`config.mk`:
```
export PLATFORM = sky130hd
export DESIGN_NAME = sync_length_checksum_deframer
export DESIGN_NICKNAME = d
export VERILOG_FILES = /design/src/hw/rtl/sld_pkg.sv /design/src/hw/rtl/sld_in_stage.sv /design/src/hw/rtl/sld_frame_fsm.sv /design/src/hw/rtl/sync_length_checksum_deframer.sv
export SDC_FILE = /design/constraint.sdc
export NUM_CORES = 1
export LEC_CHECK = 0
export ABC_AREA = 1
export BUFFER_PORTS_ARGS = -buffer_cell sky130_fd_sc_hd__buf_4
export CAP_MARGIN = 0
export CORE_MARGIN = 2
export CORE_UTILIZATION = 55
export DETAILED_ROUTE_END_ITERATION = 7
export PLACE_DENSITY = 0.89
export SLEW_MARGIN = 20
export SYNTH_ARGS = -nofsm -noshare
export SYNTH_HDL_FRONTEND = slang
export SYNTH_SLANG_ARGS = --single-unit
```
`constraint.sdc`:
```
create_clock -name clock -period 4.5 [get_ports clock]
set_clock_uncertainty 0.1 [all_clocks]
set_input_delay 0.45 -clock clock [delete_from_list [all_inputs] [get_ports clock]]
set_output_delay 0.45 -clock clock [all_outputs]
set_load 0.02 [all_outputs]
```
`src/hw/rtl/sld_pkg.sv`:
```
package sld_pkg;

   // Start word, sent least significant byte first on the link.
   localparam logic [31:0] START_WORD = 32'h0123_4567;

   // Reset value of the receive buffer size register.
   localparam logic [15:0] MAX_PAYLOAD_RESET = 16'd1024;

   // Default width at which the frame size saturates.
   localparam int DEF_LENGTH_BITS = 16;

   localparam logic [1:0] SYNC_LAST   = 2'd3;
   localparam logic [2:0] HEADER_LAST = 3'd7;

   typedef enum logic [1:0] {
      PH_HUNT    = 2'd0,
      PH_HEADER  = 2'd1,
      PH_PAYLOAD = 2'd2
   } phase_type;

   typedef enum logic [1:0] {
      ST_DATA   = 2'd0,
      ST_EMPTY  = 2'd1,
      ST_REJECT = 2'd2
   } status_type;

   typedef struct packed {
      status_type  status;
      logic [7:0]  payload_byte;
      logic [15:0] byte_index;
      logic [15:0] frame_length;
      logic        last_byte;
   } result_type;

   // Expected sync byte after the given number of matched bytes.
   function automatic logic [7:0] sync_byte(input logic [1:0] matched);
      logic [31:0] shifted;
      shifted = START_WORD >> {matched, 3'b000};
      return shifted[7:0];
   endfunction

endpackage

```
`src/hw/rtl/sld_in_stage.sv`:
```
module sld_in_stage (
   input  logic       clock,
   input  logic       reset,
   input  logic       req_valid,
   output logic       req_stall,
   input  logic [7:0] req_stream_byte,
   input  logic       advance,
   output logic       item_valid,
   output logic [7:0] item_byte
);

   logic       valid_ff;
   logic       valid_in;
   logic [7:0] byte_ff;

   // The stage holds its beat until the frame logic takes it.
   assign req_stall  = valid_ff && !advance;
   assign valid_in   = req_stall ? valid_ff : req_valid;
   assign item_valid = valid_ff;
   assign item_byte  = byte_ff;

   always_ff @(posedge clock) begin
      if (reset) begin
         valid_ff <= 1'b0;
      end else begin
         valid_ff <= valid_in;
      end
   end

   always_ff @(posedge clock) begin
      if (!req_stall && req_valid) begin
         byte_ff <= req_stream_byte;
      end
   end

endmodule

```
`src/hw/rtl/sld_frame_fsm.sv`:
```
module sld_frame_fsm #(
   parameter int LENGTH_BITS = sld_pkg::DEF_LENGTH_BITS
) (
   input  logic                clock,
   input  logic                reset,
   input  logic                step_en,
   input  logic [7:0]          stream_byte,
   input  logic [15:0]         max_payload,
   output logic                res_valid,
   output sld_pkg::result_type result
);

   import sld_pkg::*;

   localparam logic [32:0] SIZE_CAP_WIDE = (33'd1 << LENGTH_BITS) - 33'd1;
   localparam logic [31:0] SIZE_CAP      = SIZE_CAP_WIDE[31:0];

   phase_type   phase_ff, phase_in;
   logic [1:0]  sync_matched_ff, sync_matched_in;
   logic [2:0]  header_count_ff, header_count_in;
   logic [63:0] header_shift_ff, header_shift_in;
   logic [15:0] payload_count_ff, payload_count_in;
   logic [15:0] clipped_length_ff, clipped_length_in;

   logic [31:0] size_word;
   logic [31:0] sum_word;
   logic [31:0] total;
   logic [31:0] size_sat;
   logic [31:0] size_clip;
   logic [16:0] idx_plus;
   logic        is_last;

   // Header view including the byte now arriving.
   assign header_shift_in = {stream_byte, header_shift_ff[63:8]};
   assign size_word       = header_shift_in[31:0];
   assign sum_word        = header_shift_in[63:32];
   assign total           = START_WORD + size_word + sum_word;
   assign size_sat        = (size_word > SIZE_CAP) ? SIZE_CAP : size_word;
   assign size_clip       = (size_sat < {16'd0, max_payload}) ? size_sat
                                                             : {16'd0, max_payload};
   assign idx_plus        = {1'b0, payload_count_ff} + 17'd1;
   assign is_last         = idx_plus >= {1'b0, clipped_length_ff};

   always_comb begin
      phase_in          = phase_ff;
      sync_matched_in   = sync_matched_ff;
      header_count_in   = header_count_ff;
      payload_count_in  = payload_count_ff;
      clipped_length_in = clipped_length_ff;
      res_valid         = 1'b0;
      result            = '0;
      result.status     = ST_DATA;

      unique case (phase_ff)
         PH_HEADER: begin
            header_count_in = header_count_ff + 3'd1;
            if (header_count_ff == HEADER_LAST) begin
               payload_count_in = '0;
               if (total != 32'd0) begin
                  phase_in      = PH_HUNT;
                  res_valid     = 1'b1;
                  result.status = ST_REJECT;
               end else begin
                  clipped_length_in = size_clip[15:0];
                  if (size_clip[15:0] == 16'd0) begin
                     phase_in         = PH_HUNT;
                     res_valid        = 1'b1;
                     result.status    = ST_EMPTY;
                     result.last_byte = 1'b1;
                  end else begin
                     phase_in = PH_PAYLOAD;
                  end
               end
            end
         end
         PH_PAYLOAD: begin
            res_valid           = 1'b1;
            result.status       = ST_DATA;
            result.payload_byte = stream_byte;
            result.byte_index   = payload_count_ff;
            result.frame_length = clipped_length_ff;
            result.last_byte    = is_last;
            if (is_last) begin
               phase_in         = PH_HUNT;
               payload_count_in = '0;
            end else begin
               payload_count_in = idx_plus[15:0];
            end
         end
         default: begin
            // Hunting; the spare phase code behaves the same way.
            phase_in = PH_HUNT;
            if (stream_byte == sync_byte(sync_matched_ff)) begin
               if (sync_matched_ff == SYNC_LAST) begin
                  sync_matched_in = '0;
                  header_count_in = '0;
                  phase_in        = PH_HEADER;
               end else begin
                  sync_matched_in = sync_matched_ff + 2'd1;
               end
            end else begin
               sync_matched_in = '0;
            end
         end
      endcase
   end

   always_ff @(posedge clock) begin
      if (reset) begin
         phase_ff          <= PH_HUNT;
         sync_matched_ff   <= '0;
         header_count_ff   <= '0;
         payload_count_ff  <= '0;
         clipped_length_ff <= '0;
      end else if (step_en) begin
         phase_ff          <= phase_in;
         sync_matched_ff   <= sync_matched_in;
         header_count_ff   <= header_count_in;
         payload_count_ff  <= payload_count_in;
         clipped_length_ff <= clipped_length_in;
      end
   end

   always_ff @(posedge clock) begin
      if (step_en) begin
         header_shift_ff <= header_shift_in;
      end
   end

endmodule

```
`src/hw/rtl/sync_length_checksum_deframer.sv`:
```
// Byte stream deframer: hunts for the little-endian start word 0x01234567,
// gathers an eight-byte header (32-bit size, then 32-bit checksum) and, when
// start plus size plus checksum is zero modulo 2^32, passes on the payload.
// Input channel (req_): one link byte per beat, req_valid / req_stall.
// Result channel (rsp_): at most one result beat per input beat, carrying a
// payload byte with its index, frame length and last flag, an empty-frame
// or a header-reject status; sync and non-final header bytes give none.
// Configuration (csr_): the receive buffer size, which clips the payload
// length; write it only while no beat is in flight.
// A byte accepted from the link is captured in the input register, and its
// result goes through the frame step into the output register.
// Throughput is one byte per cycle while the output register is not held,
// set by the combinational frame step between the input and output registers.
// Reset brings the hunt back to the start and the buffer size to 1024.
// While the receiver stalls, the result is held; the block still accepts a
// byte into its input register and keeps taking sync and header bytes, and
// it stalls the sender only when a second result would have nowhere to go.
module sync_length_checksum_deframer #(
   parameter int LENGTH_BITS = sld_pkg::DEF_LENGTH_BITS
) (
   input  logic        clock,
   input  logic        reset,
   input  logic        req_valid,
   output logic        req_stall,
   input  logic [7:0]  req_stream_byte,
   output logic        rsp_valid,
   input  logic        rsp_stall,
   output logic [1:0]  rsp_status,
   output logic [7:0]  rsp_payload_byte,
   output logic [15:0] rsp_byte_index,
   output logic [15:0] rsp_frame_length,
   output logic        rsp_last_byte,
   input  logic        csr_valid,
   output logic        csr_ready,
   input  logic [15:0] csr_max_payload
);

   import sld_pkg::*;

   logic        item_valid;
   logic [7:0]  item_byte;
   logic        advance;
   logic        out_free;
   logic        res_valid;
   result_type  result;

   logic [15:0] max_payload_ff;
   logic        rsp_valid_ff, rsp_valid_in;
   result_type  rsp_data_ff;

   // The buffer size register takes a write in any cycle.
   assign csr_ready = 1'b1;

   always_ff @(posedge clock) begin
      if (reset) begin
         max_payload_ff <= MAX_PAYLOAD_RESET;
      end else if (csr_valid && csr_ready) begin
         max_payload_ff <= csr_max_payload;
      end
   end

   // The output register is free when empty or when its beat leaves now.
   // A byte that makes no result moves on even while the output is held.
   assign out_free = !rsp_valid_ff || !rsp_stall;
   assign advance  = item_valid && (!res_valid || out_free);

   sld_in_stage u_in_stage (
      .clock           (clock),
      .reset           (reset),
      .req_valid       (req_valid),
      .req_stall       (req_stall),
      .req_stream_byte (req_stream_byte),
      .advance         (advance),
      .item_valid      (item_valid),
      .item_byte       (item_byte)
   );

   sld_frame_fsm #(
      .LENGTH_BITS (LENGTH_BITS)
   ) u_frame_fsm (
      .clock       (clock),
      .reset       (reset),
      .step_en     (advance),
      .stream_byte (item_byte),
      .max_payload (max_payload_ff),
      .res_valid   (res_valid),
      .result      (result)
   );

   // Output register: loaded by a result, emptied when the beat is taken.
   always_comb begin
      if (advance && res_valid) begin
         rsp_valid_in = 1'b1;
      end else if (!rsp_stall) begin
         rsp_valid_in = 1'b0;
      end else begin
         rsp_valid_in = rsp_valid_ff;
      end
   end

   always_ff @(posedge clock) begin
      if (reset) begin
         rsp_valid_ff <= 1'b0;
      end else begin
         rsp_valid_ff <= rsp_valid_in;
      end
   end

   always_ff @(posedge clock) begin
      if (advance && res_valid) begin
         rsp_data_ff <= result;
      end
   end

   assign rsp_valid        = rsp_valid_ff;
   assign rsp_status       = rsp_data_ff.status;
   assign rsp_payload_byte = rsp_data_ff.payload_byte;
   assign rsp_byte_index   = rsp_data_ff.byte_index;
   assign rsp_frame_length = rsp_data_ff.frame_length;
   assign rsp_last_byte    = rsp_data_ff.last_byte;

   // The sender is held back only behind a full, stalled output register.
   a_stall_cause : assert property (@(posedge clock) disable iff (reset)
      req_stall |-> (rsp_valid && rsp_stall))
      else $error("input stalled while the output register could take a beat");

   // Payload bytes always lie inside the clipped frame length.
   a_index_range : assert property (@(posedge clock) disable iff (reset)
      (rsp_valid && rsp_status == ST_DATA) |-> (rsp_byte_index < rsp_frame_length))
      else $error("payload byte index beyond frame length");

   // A rejected header carries no length and does not end a frame.
   a_reject_fields : assert property (@(posedge clock) disable iff (reset)
      (rsp_valid && rsp_status == ST_REJECT) |->
         (!rsp_last_byte && rsp_frame_length == 16'd0 && rsp_byte_index == 16'd0))
      else $error("reject status with frame fields set");

   // An empty frame is a complete frame of length zero.
   a_empty_fields : assert property (@(posedge clock) disable iff (reset)
      (rsp_valid && rsp_status == ST_EMPTY) |->
         (rsp_last_byte && rsp_frame_length == 16'd0))
      else $error("empty frame status with wrong fields");

endmodule

```
---- Yosys cells after proc, flatten, opt, wreduce, memory -nomap -nowiden ----
Index checks and enable logic that the tools add are counted.
word-level totals
  register bits ........................... 172
operators by class
  add/subtract/negate cells ............... 5
  order comparisons ....................... 3
  equal/unequal tests ..................... 8
  shift operators ......................... 1
  multiplexer cells ....................... 28
  bitwise gates (word level) .............. 5
  reductions and logical operators ........ 24
operators with widths
  cell                      number
  $mux W16                  3
  $add A25 B32 Y32 const A  1
  $add A32 B32 Y32          1
  $gt A32 B16 Y1 const B    1
  $lt A32 B16 Y1            1
  $mux W32                  1
  $pmux W16 S2              1
  $reduce_bool A32 Y1       1
  $shr A25 B5 Y8 const A    1
  $add A16 B1 Y17 const B   1
  $ge A17 B16 Y1            1
  $logic_not A16 Y1         1
  $mux W2                   8
  $mux W1                   9
  $eq A8 B8 Y1              1
  $reduce_and A4 Y1         2
  $mux W3                   2
  $ne A2 B1 Y1 const B      3
  $pmux W3 S2               1
  $reduce_and A3 Y1         2
  $reduce_bool A2 Y1        3
  $logic_not A1 Y1          5
  $not A1 Y1                5
  $eq A2 B2 Y1 const B      2
  other kinds (11)          17

---- Logic depth before layout (Yosys ltp) ----
Gate-level depths: netlist (run 1).
  depth in word-level cells ............... 16
  mapped depth ............................ 31
  gate-level depth less buffers ........... 29

---- Hierarchy ----
A second synthesis (run 1) with hierarchy kept.
second synthesis, totals
  cells, all modules ...................... 1261
  area total of the unflattened synthesis .. 10301.1 um^2
modules (own cells, without submodules)
  module                         times used  cells an instance  area an instance (um^2)
  sld_frame_fsm                  1           1121               8082.8
  sync_length_checksum_deframer  1           125                1931.9
  sld_in_stage                   1           15                 286.5

---- Worst setup path before layout (run 1) ----
No wires, ideal clock.
  path kind ............................... flip-flop to flip-flop
  start ................................... register u_frame_fsm.header_shift_ff[36]
  end ..................................... register u_frame_fsm.header_shift_ff[10], enable pin
  library setup time ...................... 0.410 ns
  arrival time ............................ 4.229 ns
  slack ................................... -0.239 ns
  stages on the path, launching flop included .. 26
  clock period less this slack ............ 4.739 ns
  cell sequence ........................... edfxtp_1 nor2_1 nand2_1 nor2_1 nand2_1 or2_2 ha_1 a21oi_1 o21ai_1 nand3_1 a21oi_1 a211oi_4 buf_2 nand3_1 nand2_1 nor2_1 nand2_1 nor2_1 nand2_1 nand2_1 nand2_1 nand2_2 nand3_4 buf_6 nand2_1 inv_1
between the ends
  cells in the longest elaborated chain, start to end .. 12
  elaborated cells on any way between the ends .. 15
  classes of those cells .................. add/sub: 2; order compare: 2; mux: 6; reduce/logical: 5
RTL lines
  item                    line                                 source
  from (decl)             sld_frame_fsm.sv:21                  logic [63:0] header_shift_ff, header_shift_in;
  from (signal assigned)  sld_frame_fsm.sv:126                 header_shift_ff <= header_shift_in;
  $gt A32 B16 Y1          sld_frame_fsm.sv:38                  assign size_sat = (size_word > SIZE_CAP) ? SIZE_CAP : size_word;
  $mux W32                sld_frame_fsm.sv:38
  $lt A32 B16 Y1          sld_frame_fsm.sv:39                  assign size_clip = (size_sat < {16'd0, max_payload}) ? size_sat
  $mux W16                sld_frame_fsm.sv:39
  $logic_not A16 Y1       sld_frame_fsm.sv:65                  if (size_clip[15:0] == 16'd0) begin
  $mux W1                 sld_frame_fsm.sv:65
  $mux W1 *               sld_frame_fsm.sv:59                  if (total != 32'd0) begin
  $mux W1 *               sld_frame_fsm.sv:57                  if (header_count_ff == HEADER_LAST) begin
  $pmux W1 S2 *           sld_frame_fsm.sv:54                  unique case (phase_ff)
  $logic_not A1 Y1 *      sync_length_checksum_deframer.sv:65  assign advance = item_valid && (!res_valid || out_free);
  $logic_or A1 B1 Y1 *    sync_length_checksum_deframer.sv:65
  $logic_and A1 B1 Y1 *   sync_length_checksum_deframer.sv:65
  net advance             sync_length_checksum_deframer.sv:42  logic advance;
Mark *: on every way through the listed nets, which the timed path passes. The rest lies on a longest branch.
A chain may end at the register's enable or synchronous reset.

---- Final worst setup path (run 1) ----
  start ................................... register u_frame_fsm.header_shift_ff[26]
  end ..................................... output req_stall
between the ends
  cells in the longest elaborated chain, start to end .. 14
  elaborated cells on any way between the ends .. 17
  classes of those cells .................. add/sub: 2; order compare: 2; mux: 6; reduce/logical: 7
RTL lines
  item                   line                                 source
  $gt A32 B16 Y1         sld_frame_fsm.sv:38
  $mux W32               sld_frame_fsm.sv:38
  $lt A32 B16 Y1         sld_frame_fsm.sv:39
  $mux W16               sld_frame_fsm.sv:39
  $logic_not A16 Y1      sld_frame_fsm.sv:65
  $mux W1                sld_frame_fsm.sv:65
  $mux W1 *              sld_frame_fsm.sv:59
  $mux W1 *              sld_frame_fsm.sv:57
  $pmux W1 S2 *          sld_frame_fsm.sv:54
  $logic_not A1 Y1 *     sync_length_checksum_deframer.sv:65
  $logic_or A1 B1 Y1 *   sync_length_checksum_deframer.sv:65
  $logic_and A1 B1 Y1 *  sync_length_checksum_deframer.sv:65
  $logic_not A1 Y1 *     sld_in_stage.sv:17                   assign req_stall = valid_ff && !advance;
  $logic_and A1 B1 Y1 *  sld_in_stage.sv:17
  to (decl)              sync_length_checksum_deframer.sv:24  output logic req_stall,
Every way passes the cells marked *; elsewhere a longest branch is shown, timed or not.

==> results.yml, run 1 <==
worst_setup_path:
  endpoint_kind: "output port"
  crit_required_ns: 3.95
  cp_max_fo: 5
  max_stage_delay_ns: 0.44
  cpMostUsedCell: "nand2_2"
  path_class: "register to output port"
  startpoint_type: "register"
  worst_r2r_path_depth: 26
  rrSetupSlack_ns: -0.10
  worst_ep_arrival_time_ns: 4.27
  slowest_stage: "edfxtp_1"
  crit_path_cell_trace: "nor2_2 -> nand2_2 -> nor2_4 -> nand2_4 -> or2_4 -> ha_4 -> a21oi_4 -> o21ai_2 -> nand3_2 -> a21oi_2 -> a211oi_4 -> nand2_2 -> nand2_1 -> nand2_1 -> nor2_1 -> nand2_1 -> nor2_2 -> nand2_2 -> nand2_2 -> nand2_2 -> nand2_2 -> nand4_1 -> inv_1 -> buf_6"
global_routing:
  overflow: 0
  grt_first_pass_wirelength_mm: 44.17
  grt_max_degree: 48
  antenna_found_initial: 0
  grt_usage_pct: 27.79
  grt_pass1_vias: 8994
final_layout:
  drive_gt1_share_pct: 17.45
  final_common_cell: "nand2_1"
  fin_nets: 1550
  n_antenna_cell: 0
  area_growth_pct: 19.67
  final_cell_mix: "nand2_1 (281), inv_1 (238), nor2_1 (120), buf_4 (108), edfxtp_1 (107)"
  fin_util_pct: 66.99
  instances_no_fill: 1667
outcome:
  violations: "setup timing"
  status: "complete, but fails checks"
timing:
  rsz0062_at_grt: "yes"
  setup_slack_ns: -0.3226
  tns_ns: -5.682
  fmax_mhz: 207.4
  hold_violations: 0
  fin_crit_sh_pct: 107.2
  worst_slew_pin_slew_ns: 1.357
  setup_viol: 104
  relSlewSlack_pct: 9.558
  maxSlewViolCount: 0
  period_needed_ns: 4.823
hold_path:
  hold_depth: 1
  hold_class: "input port to register"
routing:
  drt_iter0_drc: 1458
  via_per_inst: 5.815
  drc: 0
  num_vias: 9693
  drt-total-wl_mm: 30.95
  detail_route.first_pass.iterations: 7
  wl_per_cell_um: 18.57
  ant_nets: 0
synthesis:
  synth_top_area_cell: "edfxtp_1"
  synth_top_area_share_pct: 30.68
  netlist_area_um2: 10470
  async_flop_share_pct: 0
  ys.flop_type: "edfxtp_1"
  synth_cell_type_count: 50
  synth.avg_cell_area_um2: 8.042
  synth.area.top_cells: "edfxtp_1 (31%), ha_1 (12%), dfxtp_1 (11%)"
  synth_nets: 1432
  ys_ff_latch: 164
  synthCells: 1302
  synth_warnings: 0
  yosysSeqAreaShare_pct: 41.58
  synth_edf_count: 107
floorplanning:
  core_um2: 18710
  rows: 50
  ios: 75
  die_w_um: 142.0
  dieArea_um2: 20160
  initial_core_util_pct: 55.98
  die_y_um: 142.0
pwr:
  power_density_nw_per_um2: 283.6
  vdd_drop_max_mv: 0.2916
  total_power_mw: 3.554
  p_leak_nw: 5.914
place:
  placed_cells: 1591
  port_buffers: 73
  dp_hpwl_mm: 19.82
  gp_congestion: 0.8995
cts:
  insertion_delay_ns: 0.45
  clock_tree.root_cell: "clkbuf_16"
  htree_levels: 4
  clk_pin_slew_ns: 0.07
  numCtsBuffers: 17
  tritoncts: "yes"
  clk_path_buf_depth: 2
  numClockSinks: 164
run:
  drv_cap: 0
## power breakdown
part           internal [mW]  switching (mW)
Sequential              1.62          0.0254
Combinational          0.147           0.259
Clock                  0.834           0.667
## final cells by class
class	instances	area [um^2]
Fill cell	1312	6175
Multi-Input combinational cell	869	5283
Sequential cell	164	4354
Timing Repair Buffer	122	1070
Inverter	246	934.6
Clock buffer	17	425.4
Tap cell	234	292.8
Clock inverter	15	171.4
## cell families (layout without fill, tap and decap cells)
group / Yosys count / after routing / synth area share [%]
AND/OR/NAND/NOR: 588 / 593 / 25.38
buffers and inverters: 274 / 400 / 10.44
flip-flops: 164 / 164 / 41.58
AO/OA/AOI/OAI: 141 / 141 / 7.659
adder cells (fa/ha/maj): 101 / 101 / 12.14
XOR/XNOR: 33 / 33 / 2.760
other: 1 / 1 / 0.03581
## worst paths after layout
check / from / endpoint
worst max-delay path: u_frame_fsm.header_shift_ff[26]$_DFFE_PP_ / req_stall
worst min-delay path: req_stream_byte[5] / u_in_stage.item_byte[5]$_DFFE_PP_
worst max register to register: u_frame_fsm.header_shift_ff[26]$_DFFE_PP_ / u_frame_fsm.header_shift_ff[11]$_DFFE_PP_
worst min register to register: u_frame_fsm.header_shift_ff[62]$_DFFE_PP_ / u_frame_fsm.header_shift_ff[54]$_DFFE_PP_
## sequential cells by signal, indices dropped and copies added (netlist names), 3 cells and up
signal	cells
u_in_stage.item_byte	8
u_frame_fsm.header_count_ff	3
max_payload_ff	16
u_frame_fsm.clipped_length_ff	16
rsp_byte_index	16
u_frame_fsm.header_shift_ff	56
rsp_frame_length	16
rsp_payload_byte	8
u_frame_fsm.payload_count_ff	16
## repair_timing
item	in CTS	in global routing
setup endpoints to repair	143	111
resized for setup	26	26
cloned	3	9
hold buffers	0	0
pin swaps	16	13
buffers inserted	18	14
## synth_stat cells (4+ instances only)
cell type	count
o21ai_0	39
nor2_1	128
o21ai_2	4
xor2_1	24
nor4_1	6
nand2_2	15
edfxtp_1	107
ha_1	100
nand3b_1	6
nand2_1	291
clkbuf_1	16
inv_1	241
xnor2_1	9
buf_6	6
dfxtp_1	57
or2_2	9
buf_2	4
nand4_1	48
a21oi_1	76
nand3_1	48
nor3_1	17
o21a_1	5
nor3_2	4
## metrics by stage
step	hold slack [ns]	cell area (um^2)	setup slack, ns
floorplan	0.3264	10510	0.02320
global placement	0.3295	11310	-0.1788
detailed placement	0.3334	11310	-0.3737
CTS	0.07845	12150	-0.03819
global route	0.06382	12530	-0.4350
finish	0.07848	12530	-0.3226
## layer usage
metal	up-vias	GRT usage [%]	share of wire [%]	routed length, um
met5	-	0	0	0
met4	0	9.263	4.3	1339
met3	144	5.585	11	3304
met2	650	46.22	47	14440
met1	4421	36.45	38	11870
li1	4478	-	-	-
## worst max-delay path, delay by kind of cell, from the launching register on
| family | cells | cell delay, ns |
|---|---|---|
| and+or+nand+nor | 17 | 2.14 |
| AOI/OAI and AO/OA | 4 | 0.73 |
| DFF | 1 | 0.44 |
| buffers and inverters | 2 | 0.26 |
| adders and majority gates | 1 | 0.24 |
Note: power is estimated with default switching activity, not from simulation.
==> run 2, diff against run 1 <==
- REMOVE_ABC_BUFFERS: unset -> 1
==> run 2 against run 1 <==
The run still ends with setup timing left; worst hold slack better by 0.013 ns; count of clock-buffer cells in the layout unchanged; register-to-register slack worse by 0.06 ns; first-iteration DRC count down 37%; cell area down 1.5%; critical path depth down 1; via count down 1.9%; flip-flop and latch count unchanged; maximum frequency up 3.2%; die area unchanged; wire length down 6.9%; largest cell class unchanged; largest power group unchanged.
==> results.yml, run 2 (synthesis gave the netlist of run 1 again) <==
outcome:
  status: "complete, but fails checks"
  violations: "setup timing"
floorplanning:
  ios: 75
  core_um2: 18710
  initial_core_util_pct: 55.98
  die_y_um: 142.0
  die_w_um: 142.0
  dieArea_um2: 20160
  rows: 50
final_layout:
  area_growth_pct: 17.84
  instances_no_fill: 1654
  final_cell_mix: "nand2_1 (279), inv_1 (238), nor2_1 (120), edfxtp_1 (107), buf_4 (104)"
  fin_util_pct: 65.97
  nFillCells: 1379
  final_common_cell: "nand2_1"
  drive_gt1_share_pct: 17.18
  largest_register_ffs: 56
  regMostFlops: "u_frame_fsm.header_shift_ff"
  n_antenna_cell: 0
  fin_nets: 1537
  regArea_um2: 4354
  final_cell_area_um2: 12340
  multi_input_area_um2: 5266
cts:
  tritoncts: "yes"
  htree_levels: 4
  clk_pin_slew_ns: 0.07
  insertion_delay_ns: 0.44
  clock_tree.root_cell: "clkbuf_16"
  numClockSinks: 164
  numCtsBuffers: 17
  clk_path_buf_depth: 2
routing:
  wl_per_cell_um: 17.43
  drt_iter0_drc: 919
  drc: 0
  detail_route.first_pass.iterations: 5
  via_per_inst: 5.751
  num_vias: 9512
  ant_nets: 0
  drt-total-wl_mm: 28.83
global_routing:
  grt_pass1_vias: 8928
  grt_usage_pct: 27.71
  antenna_found_initial: 0
  grt_max_degree: 43
  overflow: 0
  grt_first_pass_wirelength_mm: 43.94
timing:
  setup_slack_ns: -0.1747
  period_needed_ns: 4.675
  fmax_mhz: 213.9
  fin_crit_sh_pct: 103.9
  setup_viol: 9
  maxSlewViolCount: 0
  hold_violations: 0
  worst_slew_pin_slew_ns: 1.084
  rsz0062_at_grt: "yes"
  relSlewSlack_pct: 27.76
pwr:
  p_leak_nw: 5.846
  vdd_drop_max_mv: 0.2990
  power_density_nw_per_um2: 285.9
worst_setup_path:
  cp_max_fo: 7
  worstReg2RegStart: "u_frame_fsm.header_shift_ff[33]$_DFFE_PP_"
  endpoint_kind: "output port"
  path_class: "register to output port"
  r2r-end: "u_in_stage.item_byte[2]$_DFFE_PP_"
  crit_required_ns: 3.95
  startpoint_type: "register"
  worst_r2r_path_depth: 27
  worst_ep_arrival_time_ns: 4.12
  rrSetupSlack_ns: -0.16
place:
  placed_cells: 1593
  dpl_cell_area_um2: 11260
  dp_slack_ns: 0.03942
  gp_congestion: 0.9546
  dp_hpwl_mm: 20.33
  port_buffers: 73
hold_path:
  min_to: "u_in_stage.item_byte[7]$_DFFE_PP_"
  hold_class: "input port to register"
  hold_depth: 1
  hp-start: "req_stream_byte[7]"
run:
  drv_cap: 0
run 2: cell types whose count changed in the layout (fill, tap and decap cells not counted), moves of 3 or more:
cell	previous run	this run
nand3_1	47	41
nand3_2	4	9
a21oi_2	4	8
buf_4	108	104
clkbuf_16	21	17
buf_6	5	2
run 2: worst max path at each step:
stage | from | to | cells past startpoint
after CTS | u_frame_fsm.header_shift_ff[27]$_DFFE_PP_ | req_stall | 25
final | u_frame_fsm.header_shift_ff[33]$_DFFE_PP_ | req_stall | 23
after global placement | u_frame_fsm.header_shift_ff[33]$_DFFE_PP_ | req_stall | 21
after global routing | u_frame_fsm.header_shift_ff[33]$_DFFE_PP_ | u_in_stage.item_byte[2]$_DFFE_PP_ | 29
after detailed placement | u_frame_fsm.header_shift_ff[33]$_DFFE_PP_ | u_frame_fsm.header_shift_ff[41]$_DFFE_PP_ | 25
after floorplan | u_frame_fsm.header_shift_ff[36]$_DFFE_PP_ | u_frame_fsm.header_shift_ff[10]$_DFFE_PP_ | 23
run 2: repair_timing:
action                                  in CTS  in global routing
endpoints found under the setup margin      95                141
resized for setup                           25                 37
cloned                                       2                  1
hold endpoints to repair                     0                  0
hold buffers                                 0                  0
pin swaps                                    7                 29
setup buffers                               11                 17
run 2: metal layers:
layer	global-route usage [%]	part of all wire, %
met3	6.292	8.5
met1	34.50	39
met2	45.89	48
met5	0	0
met4	13.00	4.9
run 2: final cells by class:
cell class              instances  share of cell area, %
inverters                     246                  7.534
multi-input cells             867                  42.68
well taps                     234                  2.373
flip-flops and latches        164                  35.29
repair buffers                111                  7.321
clock buffers                  17                  3.448
clock inverters                15                  1.359
run 2: where the power goes:
| group | internal (mW) | total (mW) | leakage (nW) | switching [mW] |
|---|---|---|---|---|
| Combinational | 0.143 | 0.394 | 4.08 | 0.251 |
| Sequential | 1.62 | 1.65 | 1.47 | 0.0252 |
| Clock | 0.834 | 1.49 | 0.294 | 0.652 |
| Total | 2.60 | 3.53 | 5.85 | 0.928 |
run 2: stage by stage:
stage	setup TNS, ns	hold slack, ns	power (mW)
6_report	-1.434	0.09117	3.528
5_1_grt	-6.208	0.07725	3.633
4_1_cts	0	0.07943	3.494
3_5_place_dp	0	0.3339	2.024
3_3_place_gp	0	0.3334	2.012
2_1_floorplan	-24.88	0.3264	1.914
run 2: critical path: stages, from the launching register on:
cell      delay (ns)
edfxtp_1        0.47
nor2_1          0.14
nand2_1         0.10
nor2_4          0.21
nand2_2         0.11
or2_2           0.34
ha_1            0.31
nand2_1         0.09
nor4_4          0.26
buf_4           0.18
nand2_4         0.09
buf_4           0.16
nand3_1         0.08
nand2_1         0.10
nor2_1          0.11
nand2_1         0.08
nor2_2          0.14
nand2_2         0.09
nand2_1         0.07
nand2_1         0.06
nand2_2         0.06
nand4_1         0.16
inv_1           0.14
buf_6           0.12
